`src/rtl/core/pps_pkg.sv`:
```
// Shared types, widths and codes of the preemptive priority scheduler.
package pps_pkg;

	localparam int unsigned MAX_PROCS_DEF = 8;

	localparam int unsigned SLOT_W  = 3;
	localparam int unsigned TIME_W  = 16;
	localparam int unsigned PRIO_W  = 8;
	localparam int unsigned DONE_W  = 4;
	localparam int unsigned CFG_W   = 4;

	localparam int unsigned S_TDATA_W = 48;
	localparam int unsigned S_TUSER_W = 1;
	localparam int unsigned M_TDATA_W = 56;
	localparam int unsigned M_TUSER_W = 2;

	localparam logic [TIME_W-1:0] TIME_MAX = '1;
	localparam logic [DONE_W-1:0] DONE_MAX = '1;

	localparam logic CMD_LOAD = 1'b0;
	localparam logic CMD_TICK = 1'b1;

	typedef enum logic [2:0] {
		ST_IDLE,
		ST_SCAN,
		ST_DRAIN,
		ST_FIN1,
		ST_FIN2
	} state_t;

	typedef struct packed {
		logic [TIME_W-1:0] arrival;
		logic [TIME_W-1:0] burst;
		logic [PRIO_W-1:0] prio;
	} slot_rec_t;

	typedef struct packed {
		logic              en;
		logic              info_en;
		slot_rec_t         rec;
		logic [TIME_W-1:0] rem;
	} slot_wr_t;

endpackage

```
`src/rtl/core/preemptive_priority_scheduler.sv`:
```
// Tick-driven preemptive priority scheduler over a small file of process slots.
// A load request (tuser 0) writes one slot and restarts time and the completion
// count. A tick request (tuser 1) walks the slots in use through the slot store,
// which has a single read port, one per cycle, keeping the ready slot with the
// smallest priority (lowest index on ties), then retires it by one unit and forms
// the result: s_tready stays low through the scan, drain and finish states until
// the tick returns to idle. The result sits in an output register and a new
// request may be taken while it waits; a tick waits at its last step while that
// register is full.
module preemptive_priority_scheduler #(
	parameter int unsigned MAX_PROCS = pps_pkg::MAX_PROCS_DEF
) (
	input  logic                            clk,
	input  logic                            arst_n,
	input  logic                            cfg_valid,
	output logic                            cfg_ready,
	input  logic [pps_pkg::CFG_W-1:0]       cfg_data,
	input  logic                            s_tvalid,
	output logic                            s_tready,
	// slot[2:0], burst[18:3], arrival[34:19], priority_req[42:35], zero pad
	input  logic [pps_pkg::S_TDATA_W-1:0]   s_tdata,
	// cmd[0]
	input  logic [pps_pkg::S_TUSER_W-1:0]   s_tuser,
	output logic                            m_tvalid,
	input  logic                            m_tready,
	// slice_end_time[15:0], running_slot[18:16], turnaround[34:19], waiting[50:35],
	// all_done[51], zero pad
	output logic [pps_pkg::M_TDATA_W-1:0]   m_tdata,
	// idle[0], finished[1]
	output logic [pps_pkg::M_TUSER_W-1:0]   m_tuser
);

	localparam int unsigned IDX_W = $clog2(MAX_PROCS);
	localparam int unsigned CNT_W = $clog2(MAX_PROCS + 1);
	localparam int unsigned TW    = pps_pkg::TIME_W;

	pps_pkg::state_t                state_q, state_d;
	logic [pps_pkg::CFG_W-1:0]      proc_count_q;
	logic [CNT_W-1:0]               n_eff;
	logic [IDX_W-1:0]               scan_idx_q;
	logic                           scan_last;
	logic                           vld_s1;
	logic [IDX_W-1:0]               idx_s1;
	logic                           found_q;
	logic [IDX_W-1:0]               best_idx_q;
	pps_pkg::slot_rec_t             best_rec_q;
	logic [TW-1:0]                  best_rem_q;
	logic [TW-1:0]                  time_q;
	logic [pps_pkg::DONE_W-1:0]     done_q;
	logic                           fin_q;
	logic [TW-1:0]                  tat_q;
	logic                           m_tvalid_q;
	logic [pps_pkg::M_TDATA_W-1:0]  m_tdata_q;
	logic [pps_pkg::M_TUSER_W-1:0]  m_tuser_q;

	logic                           in_acc;
	logic                           in_cmd;
	logic [pps_pkg::SLOT_W-1:0]     in_slot;
	pps_pkg::slot_rec_t             in_rec;
	logic                           slot_ok;
	logic                           load_acc;
	logic                           tick_acc;
	pps_pkg::slot_wr_t              wr;
	logic [IDX_W-1:0]               wr_addr;
	pps_pkg::slot_rec_t             rd_rec_s1;
	logic [TW-1:0]                  rd_rem_s1;
	logic                           cand_ready;
	logic                           take;
	logic [TW-1:0]                  t_next;
	logic [TW-1:0]                  rem_dec;
	logic [TW-1:0]                  wt;
	logic                           out_free;
	logic                           out_load;
	logic                           all_done;

	assign cfg_ready = 1'b1;

	assign in_cmd      = s_tuser[0];
	assign in_slot     = s_tdata[2:0];
	assign in_rec.burst   = s_tdata[18:3];
	assign in_rec.arrival = s_tdata[34:19];
	assign in_rec.prio    = s_tdata[42:35];
	assign in_acc      = s_tvalid && s_tready;
	assign slot_ok     = 32'(in_slot) < MAX_PROCS;
	assign load_acc    = in_acc && (in_cmd == pps_pkg::CMD_LOAD) && slot_ok;
	assign tick_acc    = in_acc && (in_cmd == pps_pkg::CMD_TICK);

	always_comb begin
		if (proc_count_q == '0) begin
			n_eff = CNT_W'(1);
		end else if (32'(proc_count_q) > MAX_PROCS) begin
			n_eff = CNT_W'(MAX_PROCS);
		end else begin
			n_eff = CNT_W'(proc_count_q);
		end
	end

	assign scan_last  = (CNT_W'(scan_idx_q) + CNT_W'(1)) == n_eff;
	assign cand_ready = vld_s1 && (rd_rem_s1 != '0) && (rd_rec_s1.arrival <= time_q);
	assign take       = cand_ready && (!found_q || (rd_rec_s1.prio < best_rec_q.prio));
	assign t_next     = (time_q == pps_pkg::TIME_MAX) ? time_q : time_q + TW'(1);
	assign rem_dec    = best_rem_q - TW'(1);
	assign wt         = (tat_q >= best_rec_q.burst) ? tat_q - best_rec_q.burst : '0;
	assign all_done   = 32'(done_q) >= 32'(n_eff);
	assign out_free   = !m_tvalid_q || m_tready;

	pps_slot_store #(
		.MAX_PROCS (MAX_PROCS)
	) u_store (
		.clk       (clk),
		.wr        (wr),
		.wr_addr   (wr_addr),
		.rd_addr   (scan_idx_q),
		.rd_rec_s1 (rd_rec_s1),
		.rd_rem_s1 (rd_rem_s1)
	);

	always_comb begin
		state_d = state_q;
		case (state_q)
			pps_pkg::ST_IDLE: begin
				if (tick_acc) begin
					state_d = pps_pkg::ST_SCAN;
				end
			end
			pps_pkg::ST_SCAN: begin
				if (scan_last) begin
					state_d = pps_pkg::ST_DRAIN;
				end
			end
			pps_pkg::ST_DRAIN: begin
				state_d = pps_pkg::ST_FIN1;
			end
			pps_pkg::ST_FIN1: begin
				state_d = pps_pkg::ST_FIN2;
			end
			pps_pkg::ST_FIN2: begin
				if (out_free) begin
					state_d = pps_pkg::ST_IDLE;
				end
			end
			default: begin
				state_d = pps_pkg::ST_IDLE;
			end
		endcase
	end

	always_comb begin
		s_tready    = 1'b0;
		out_load    = 1'b0;
		wr.en       = 1'b0;
		wr.info_en  = 1'b0;
		wr.rec      = in_rec;
		wr.rem      = in_rec.burst;
		wr_addr     = IDX_W'(in_slot);
		case (state_q)
			pps_pkg::ST_IDLE: begin
				s_tready   = 1'b1;
				wr.en      = load_acc;
				wr.info_en = 1'b1;
			end
			pps_pkg::ST_FIN1: begin
				wr.en   = found_q;
				wr.rem  = rem_dec;
				wr_addr = best_idx_q;
			end
			pps_pkg::ST_FIN2: begin
				out_load = out_free;
			end
			default: begin
				s_tready = 1'b0;
			end
		endcase
	end

	always_ff @(posedge clk or negedge arst_n) begin
		if (!arst_n) begin
			state_q      <= pps_pkg::ST_IDLE;
			proc_count_q <= pps_pkg::CFG_W'(1);
			scan_idx_q   <= '0;
			vld_s1       <= 1'b0;
			found_q      <= 1'b0;
			time_q       <= '0;
			done_q       <= '0;
			fin_q        <= 1'b0;
			m_tvalid_q   <= 1'b0;
		end else begin
			state_q <= state_d;
			vld_s1  <= (state_q == pps_pkg::ST_SCAN);
			if (cfg_valid && cfg_ready) begin
				proc_count_q <= cfg_data;
			end
			if (load_acc) begin
				time_q <= '0;
				done_q <= '0;
			end
			if (tick_acc) begin
				scan_idx_q <= '0;
				found_q    <= 1'b0;
			end else if (state_q == pps_pkg::ST_SCAN && !scan_last) begin
				scan_idx_q <= scan_idx_q + IDX_W'(1);
			end
			if (take) begin
				found_q <= 1'b1;
			end
			if (state_q == pps_pkg::ST_FIN1) begin
				time_q <= t_next;
				fin_q  <= found_q && (rem_dec == '0);
				if (found_q && (rem_dec == '0) && (done_q != pps_pkg::DONE_MAX)) begin
					done_q <= done_q + pps_pkg::DONE_W'(1);
				end
			end
			if (out_load) begin
				m_tvalid_q <= 1'b1;
			end else if (m_tready) begin
				m_tvalid_q <= 1'b0;
			end
		end
	end

	always_ff @(posedge clk) begin
		idx_s1 <= scan_idx_q;
		if (take) begin
			best_idx_q <= idx_s1;
			best_rec_q <= rd_rec_s1;
			best_rem_q <= rd_rem_s1;
		end
		if (state_q == pps_pkg::ST_FIN1) begin
			tat_q <= t_next - best_rec_q.arrival;
		end
		if (out_load) begin
			m_tdata_q[15:0]  <= time_q;
			m_tdata_q[18:16] <= found_q ? pps_pkg::SLOT_W'(best_idx_q) : '0;
			m_tdata_q[34:19] <= fin_q ? tat_q : '0;
			m_tdata_q[50:35] <= fin_q ? wt : '0;
			m_tdata_q[51]    <= all_done;
			m_tdata_q[55:52] <= '0;
			m_tuser_q[0]     <= !found_q;
			m_tuser_q[1]     <= fin_q;
		end
	end

	assign m_tvalid = m_tvalid_q;
	assign m_tdata  = m_tdata_q;
	assign m_tuser  = m_tuser_q;

endmodule

```
`src/rtl/core/pps_slot_store.sv`:
```
// Process slot store: slot records and remaining bursts, one write and one registered read port.
module pps_slot_store #(
	parameter int unsigned MAX_PROCS = pps_pkg::MAX_PROCS_DEF,
	localparam int unsigned IDX_W = $clog2(MAX_PROCS)
) (
	input  logic                          clk,
	input  pps_pkg::slot_wr_t             wr,
	input  logic [IDX_W-1:0]              wr_addr,
	input  logic [IDX_W-1:0]              rd_addr,
	output pps_pkg::slot_rec_t            rd_rec_s1,
	output logic [pps_pkg::TIME_W-1:0]    rd_rem_s1
);

	pps_pkg::slot_rec_t             rec_mem [MAX_PROCS];
	logic [pps_pkg::TIME_W-1:0]     rem_mem [MAX_PROCS];

	always_ff @(posedge clk) begin
		if (wr.en && wr.info_en) begin
			rec_mem[wr_addr] <= wr.rec;
		end
		if (wr.en) begin
			rem_mem[wr_addr] <= wr.rem;
		end
	end

	always_ff @(posedge clk) begin
		rd_rec_s1 <= rec_mem[rd_addr];
		rd_rem_s1 <= rem_mem[rd_addr];
	end

endmodule

```
`config.mk`:
```
export PLATFORM = sky130hd
export DESIGN_NAME = preemptive_priority_scheduler
export DESIGN_NICKNAME = d
export VERILOG_FILES = /design/src/rtl/core/pps_pkg.sv /design/src/rtl/core/preemptive_priority_scheduler.sv /design/src/rtl/core/pps_slot_store.sv
export SDC_FILE = /design/constraint.sdc
export NUM_CORES = 1
export LEC_CHECK = 0
export BUFFER_PORTS_ARGS = -buffer_cell sky130_fd_sc_hd__buf_2
export CAP_MARGIN = 5
export CORE_AREA = 2 2 248 225
export CTS_BUF_LIST = sky130_fd_sc_hd__clkbuf_8
export DETAILED_ROUTE_END_ITERATION = 8
export DIE_AREA = 0 0 250 227
export GPL_ROUTABILITY_DRIVEN = 0
export GPL_TIMING_DRIVEN = 0
export PLACE_DENSITY_LB_ADDON = 0.05
export SETUP_SLACK_MARGIN = 0.4
export SYNTH_ARGS = -nofsm -noshare
export SYNTH_HDL_FRONTEND = slang
export SYNTH_HIERARCHICAL = 1
export SYNTH_SLANG_ARGS = --single-unit
```
`constraint.sdc`:
```
create_clock -name clk -period 8.4 [get_ports clk]
set_input_delay 0.84 -clock clk [delete_from_list [all_inputs] [get_ports clk]]
set_output_delay 0.84 -clock clk [all_outputs]
set_load 0.05 [all_outputs]
```
==> impl_metrics.env, run 1 <==
export IMPL_status="finished clean"
export IMPL_globalRoute_busiestLayer="met2"
export IMPL_power_density_nw_per_um2=316
export IMPL_cts_clk_slew_worst_paths_ns=0.06
export IMPL_synth_edff_count=577
export IMPL_antenna_found_initial=7
export IMPL_synthDistinctLibCells=65
export IMPL_num_vias=14249
export IMPL_timing_rr_start="state_q[2]$_DFFE_PN0P_"
export IMPL_hpwl_microns=41500
export IMPL_wl_per_cell_microns=23.5
export IMPL_drive_gt1_frac=0.271
export IMPL_yosysSeqAreaShare=0.721
export IMPL_min_path_type="primary input to asynchronous set/reset pin"
export IMPL_finalSetupViolCount=0
export IMPL_finClkSkew_ns=0.0405
export IMPL_critPathCaptureType="flip-flop"
export IMPL_track_usage=0.219
export IMPL_timing_fmax_mhz=229
export IMPL_core_sq_um=54100
export IMPL_worst_path_largest_cell_delay_ns=0.67
export IMPL_pre_cts_ws_ns=4.06
export IMPL_path_cells="nand3b_1, inv_1, clkbuf_1, buf_2, nand2_1, nand2_1, nand3_1, nor3_2, buf_6, buf_8, buf_6"
export IMPL_synth_top_area_share=0.645
export IMPL_critPathLaunch="state_q[2]$_DFFE_PN0P_"
export IMPL_maxSlewViolCount=0
export IMPL_ys_warnings_count=6
export IMPL_hold_ws_ns=0.251
export IMPL_root_buffer="clkbuf_8"
export IMPL_die_h_microns=227
export IMPL_cts_tree="done"
export IMPL_placed_area_sq_um=28900
export IMPL_cp_start_kind="flip-flop"
export IMPL_min_period_ns=4.37
export IMPL_clock_path_buffers=3
export IMPL_reg2regPathDepth=11
export IMPL_fin_crit_sh=0.520
export IMPL_critPathKind="flip-flop to flip-flop"
export IMPL_viasPerCell=5.53
export IMPL_die_x_microns=250
export IMPL_ys_seq_elements=670
export IMPL_synth_main_ff_cell="edfxtp_1"
export IMPL_ios=119
export IMPL_htree_levels=3
export IMPL_final_area_sq_um=31000
export IMPL_fp_row_count=81
export IMPL_drc=0
export IMPL_yosysMostFrequentCell="edfxtp_1"
export IMPL_nets=1903
export IMPL_ir_drop_uv=167
export IMPL_avgSynthCellArea_sq_um=17.5
export IMPL_initial_core_util=0.496
export IMPL_port_buffers=108
export IMPL_rsz0062_at_grt="false"
export IMPL_cts_hold_buffers=0
export IMPL_hold_violations=0
export IMPL_netlist_area_sq_um=26900
export IMPL_utilization=0.573
export IMPL_totalWireLength_microns=60500
export IMPL_grt_start_max_net_pins=42
export IMPL_antenna_left=0
export IMPL_cts_setup_buffers=0
export IMPL_clk_insertion_delay_late_ns=0.71
export IMPL_use_met2=0.343
export IMPL_slowest_stage="nor3_2"
export IMPL_cp_required_ns=8.80
export IMPL_drtPass1Iterations=5
export IMPL_p_leak_nw=11.0
export IMPL_worst_slew_pin_transition_ns=1.02
export IMPL_cts_buffers=103
export IMPL_syn_inst=1532
export IMPL_worst_slack_ns=4.03
export IMPL_yosysTopAreaCell="edfxtp_1"
export IMPL_arrival_ns=4.76
export IMPL_synthToLayoutAreaGrowth_pct=15.5
export IMPL_cts_sinks=670
export IMPL_grt_first_pass_wirelength_microns=90200
export IMPL_drv_cap=0
export IMPL_grt_remaining_overflow=0
export IMPL_fin_setup_tns_ns=0
export IMPL_ctsResizeCount=0
export IMPL_cp_max_fo=25
export IMPL_synth_area_top_cells="edfxtp_1 (64%), mux4_2 (9.4%), dfxtp_1 (4.4%)"
export IMPL_drtIter0Drc=1139
export IMPL_synth_common_cells="edfxtp_1 (577), mux4_2 (112), inv_1 (71), nor2_1 (70), nand2_1 (68)"
export IMPL_grt_met1_usage=0.306
export IMPL_grt_pass1_vias=14509
export IMPL_relSlewSlack=0.318
export IMPL_dieArea_sq_um=56800
export IMPL_globalRouteMet3Util=0.0547
export IMPL_async_reset_ff_frac=0.0507
[worst paths after layout]
path,to,slack [ns]
hold / removal,time_q[15]$_DFFE_PN0P_,0.25
min in group clk,proc_count_q[3]$_DFFE_PN0P_,0.37
setup reg to reg,u_store/rec_mem[2][4]$_DFFE_PP_,4.03
setup / recovery,u_store/rec_mem[2][4]$_DFFE_PP_,4.03
max in group asynchronous,time_q[7]$_DFFE_PN0P_,7.61
hold reg to reg,best_rec_q[14]$_DFFE_PP_,0.40
[state kept, by name, summed over array words and instances (netlist names), 2 cells and up]
register           count
state_q                3
best_rec_q            40
time_q                16
done_q                 4
m_tuser                2
best_rem_q            16
idx_s1                 3
scan_idx_q             3
m_tdata               52
u_store/rd_rem_s1     16
tat_q                 16
u_store/rd_rec_s1     40
proc_count_q           4
u_store/rem_mem      128
best_idx_q             3
u_store/rec_mem      320
[power breakdown]
group / switching [mW] / leakage [nW] / internal, mW
Clock: 1.26 / 1.22 / 1.41
Combinational: 1.50 / 3.58 / 1.12
Sequential: 0.297 / 6.17 / 4.22
[cell type report]
cell class	count	area [sq um]
Antenna cell	3	7.51
Inverter	71	267
Clock inverter	71	387
Fill cell	4256	23100
Clock buffer	124	1710
Tap cell	705	882
Sequential cell	670	19400
Buffer	49	277
Timing Repair Buffer	140	1070
Multi-Input combinational cell	745	7070
[through the flow]
| stage | std cells | power [mW] |
|---|---|---|
| after floorplan | 1535 | 6.33 |
| after global placement | 2348 | 7.14 |
| after detailed placement | 2380 | 7.22 |
| after CTS | 2575 | 9.91 |
| after global routing | 2577 | 10.3 |
| final | 2578 | 9.81 |
[layout by cell type (no fill, tap or decap), types with 33 or more instances in the layout]
master    instances
buf_2           113
clkbuf_8        124
dfrtp_1          33
dfxtp_1          59
edfxtp_1        577
ha_1             63
inv_1           107
mux2_2           60
mux4_2          112
nand2_1          68
nor2_1           58
o21ai_0          51
xnor2_1          33
[per-layer routing]
metal,part of all wire,vias up
li1,-,6496
met1,0.45,7236
met2,0.46,414
met3,0.064,97
met4,0.027,6
met5,0.00043,-
[worst max-delay path, delay by kind of cell, from the launching register on]
family | cells | cell delay (ns)
DFF | 1 | 0.44
and+or+nand+nor | 5 | 1.73
buffers and inverters | 6 | 1.87
[cell families after synthesis]
| family | count (synthesis) | synth area share |
|---|---|---|
| compound gates | 155 | 0.0358 |
| xor+xnor | 52 | 0.0170 |
| fa+ha+maj | 65 | 0.0308 |
| buf+inv | 120 | 0.0202 |
| flops | 670 | 0.721 |
| mux | 176 | 0.121 |
| other cells | 2 | 0.000280 |
| simple gates | 292 | 0.0549 |
Power figures use the tool's default switching activity.
==> run 2: changes to the inputs <==
clock period = 4.3 ns   (was 8.4 ns; I/O delays follow)
==> run 2 against run 1 <==
Die area is the same. Routed wire length grew 2.4%. Count of clock-buffer cells in the layout shrank 7. Register-to-register slack lost 3.6 ns. Global-route usage grew 0.58 points. Clock skew shrank 0.013 ns. Maximum frequency grew 13%. Clock power grew 86%. Combinational power grew 100%. Critical endpoint is now u_store/rec_mem[3][30]$_DFFE_PP_. Largest cell class unchanged. Largest power group unchanged.
==> impl_metrics.env, run 2 (synthesis gave the netlist of run 1 again) <==
export IMPL_totalWireLength_microns=62000
export IMPL_maxSlewViolCount=0
export IMPL_clk_insertion_delay_late_ns=0.70
export IMPL_nets=1951
export IMPL_min_period_ns=3.85
export IMPL_finClkSkew_ns=0.0271
export IMPL_viasPerCell=5.55
export IMPL_root_buffer="clkbuf_8"
export IMPL_finalSetupViolCount=0
export IMPL_mostFrequentLayoutCells="edfxtp_1 (577), clkbuf_8 (117), inv_1 (114), buf_2 (112), mux4_2 (112)"
export IMPL_fin_crit_sh=0.896
export IMPL_relSlewSlack=0.318
export IMPL_htree_levels=3
export IMPL_fin_setup_tns_ns=0
export IMPL_critPathCaptureType="flip-flop"
export IMPL_cp_start_kind="flip-flop"
export IMPL_core_sq_um=54100
export IMPL_num_vias=14555
export IMPL_fp_row_count=81
export IMPL_grt_start_max_net_pins=41
export IMPL_nFillCells=4208
export IMPL_cts_sinks=670
export IMPL_drive_gt1_frac=0.271
export IMPL_wl_per_cell_microns=23.7
export IMPL_drv_cap=0
export IMPL_synthToLayoutAreaGrowth_pct=17.2
export IMPL_slowest_stage="nand2b_1"
export IMPL_cts_buffers=103
export IMPL_drc=0
export IMPL_hold_ws_ns=0.0558
export IMPL_grt_pass1_vias=14829
export IMPL_layout_commonest_cell="edfxtp_1"
export IMPL_ir_drop_uv=324
export IMPL_cts_clk_slew_worst_paths_ns=0.06
export IMPL_port_buffers=108
export IMPL_die_x_microns=250
export IMPL_cp_required_ns=4.69
export IMPL_rsz0062_at_grt="true"
export IMPL_clock_path_buffers=3
export IMPL_worst_path_largest_cell_delay_ns=0.50
export IMPL_cts_tree="done"
export IMPL_drtPass1Iterations=5
export IMPL_min_path_type="primary input to flip-flop"
export IMPL_worst_slew_pin_transition_ns=1.01
export IMPL_drtIter0Drc=1327
export IMPL_critical_path_top_delay_family="simple AND/OR/NAND/NOR gates"
export IMPL_timing_fmax_mhz=259
export IMPL_grt_remaining_overflow=0
export IMPL_critPathKind="flip-flop to flip-flop"
export IMPL_status="finished clean"
export IMPL_regMostFlops="u_store/rec_mem"
export IMPL_critPathBufInv=5
export IMPL_initial_core_util=0.496
export IMPL_power_density_nw_per_um2=605
export IMPL_cp_max_fo=25
export IMPL_die_h_microns=227
export IMPL_hold_violations=0
export IMPL_track_usage=0.225
export IMPL_antenna_found_initial=5
export IMPL_largest_reg_flops=320
export IMPL_hpwl_microns=41100
export IMPL_antenna_left=0
export IMPL_arrival_ns=4.24
export IMPL_ios=119
export IMPL_grt_first_pass_wirelength_microns=92500
export IMPL_path_cells="nand3b_1, inv_1, clkbuf_2, buf_4, nand2_1, nand2_1, nand2b_1, nor2_4, buf_12, buf_12"
export IMPL_dieArea_sq_um=56800
export IMPL_p_leak_nw=11.2
==> run 2: changes by cell type in the layout (fill, tap and decap cells not counted), sizes merged <==
cell,change
buf,+11
bufinv,-1
clkbuf,-8
clkinv,+2
clkinvlp,-2
diode,-1
dlygate4sd3,+35
inv,+4
nor2,+3
==> run 2: per-layer routing <==
| metal | part of all wire | up-vias | global-route usage |
|---|---|---|---|
| li1 | - | 6588 | - |
| met1 | 0.45 | 7334 | 0.320 |
| met2 | 0.46 | 515 | 0.352 |
| met3 | 0.065 | 116 | 0.0460 |
| met4 | 0.027 | 2 | 0.0742 |
| met5 | 0.00021 | - | 0 |
==> run 2: worst register-to-register path: stages, from the launching register on <==
cell and delay [ns]:
dfrtp_1 0.44, nand3b_1 0.38, inv_1 0.17, clkbuf_2 0.28
buf_4 0.43, nand2_1 0.11, nand2_1 0.31, nand2b_1 0.50
nor2_4 0.46, buf_12 0.24, buf_12 0.24
==> run 2: repair_timing <==
action,4_1_cts,5_1_grt
setup endpoints to repair,318,125
cloned,3,0
buffers inserted,7,7
hold endpoints to repair,254,0
hold buffers,35,0
resized for setup,11,13
pin swaps,5,1
==> run 2: layout make-up <==
type	instances	area, sq um	share of cell area
Tap cell	705	882	0.0280
Clock buffer	117	1610	0.0511
Multi-Input combinational cell	748	7160	0.227
Timing Repair Buffer	185	1580	0.0500
Buffer	49	284	0.00902
Sequential cell	670	19400	0.615
Clock inverter	74	354	0.0112
Inverter	71	267	0.00846
Antenna cell	2	5.00	0.000159
==> run 2: final timing paths <==
check                                            start                               end  slack (ns)  cells past startpoint
max in group asynchronous                       arst_n             time_q[0]$_DFFE_PN0P_        3.29                      2
worst min register to register       idx_s1[2]$_DFF_P_           best_idx_q[2]$_DFFE_PP_        0.40                      0
worst max-delay path            state_q[2]$_DFFE_PN0P_  u_store/rec_mem[3][30]$_DFFE_PP_        0.45                     10
worst max register to register  state_q[2]$_DFFE_PN0P_  u_store/rec_mem[3][30]$_DFFE_PP_        0.45                     10
worst min-delay path                        s_tdata[3]   u_store/rec_mem[0][8]$_DFFE_PP_        0.06                      1
min in group asynchronous                       arst_n             time_q[5]$_DFFE_PN0P_        0.40                      2
==> run 2: through the flow <==
stage	area, sq um	setup WS, ns	utilization	total power [mW]	instances
6_report	31500	0.446	0.582	19.1	2621
5_1_grt	31500	0.251	0.582	20.0	2620
4_1_cts	31400	0.413	0.581	19.2	2612
3_5_place_dp	29000	-0.155	0.536	14.1	2376
3_3_place_gp	28400	-2.13	0.524	13.9	2348
2_1_floorplan	26900	0.591	-	12.4	1535
==> run 2: power by group <==
part	total, mW	internal (mW)	switching [mW]
clock	4.97	2.55	2.42
combinational	5.25	2.24	3.01
sequential	8.83	8.25	0.584
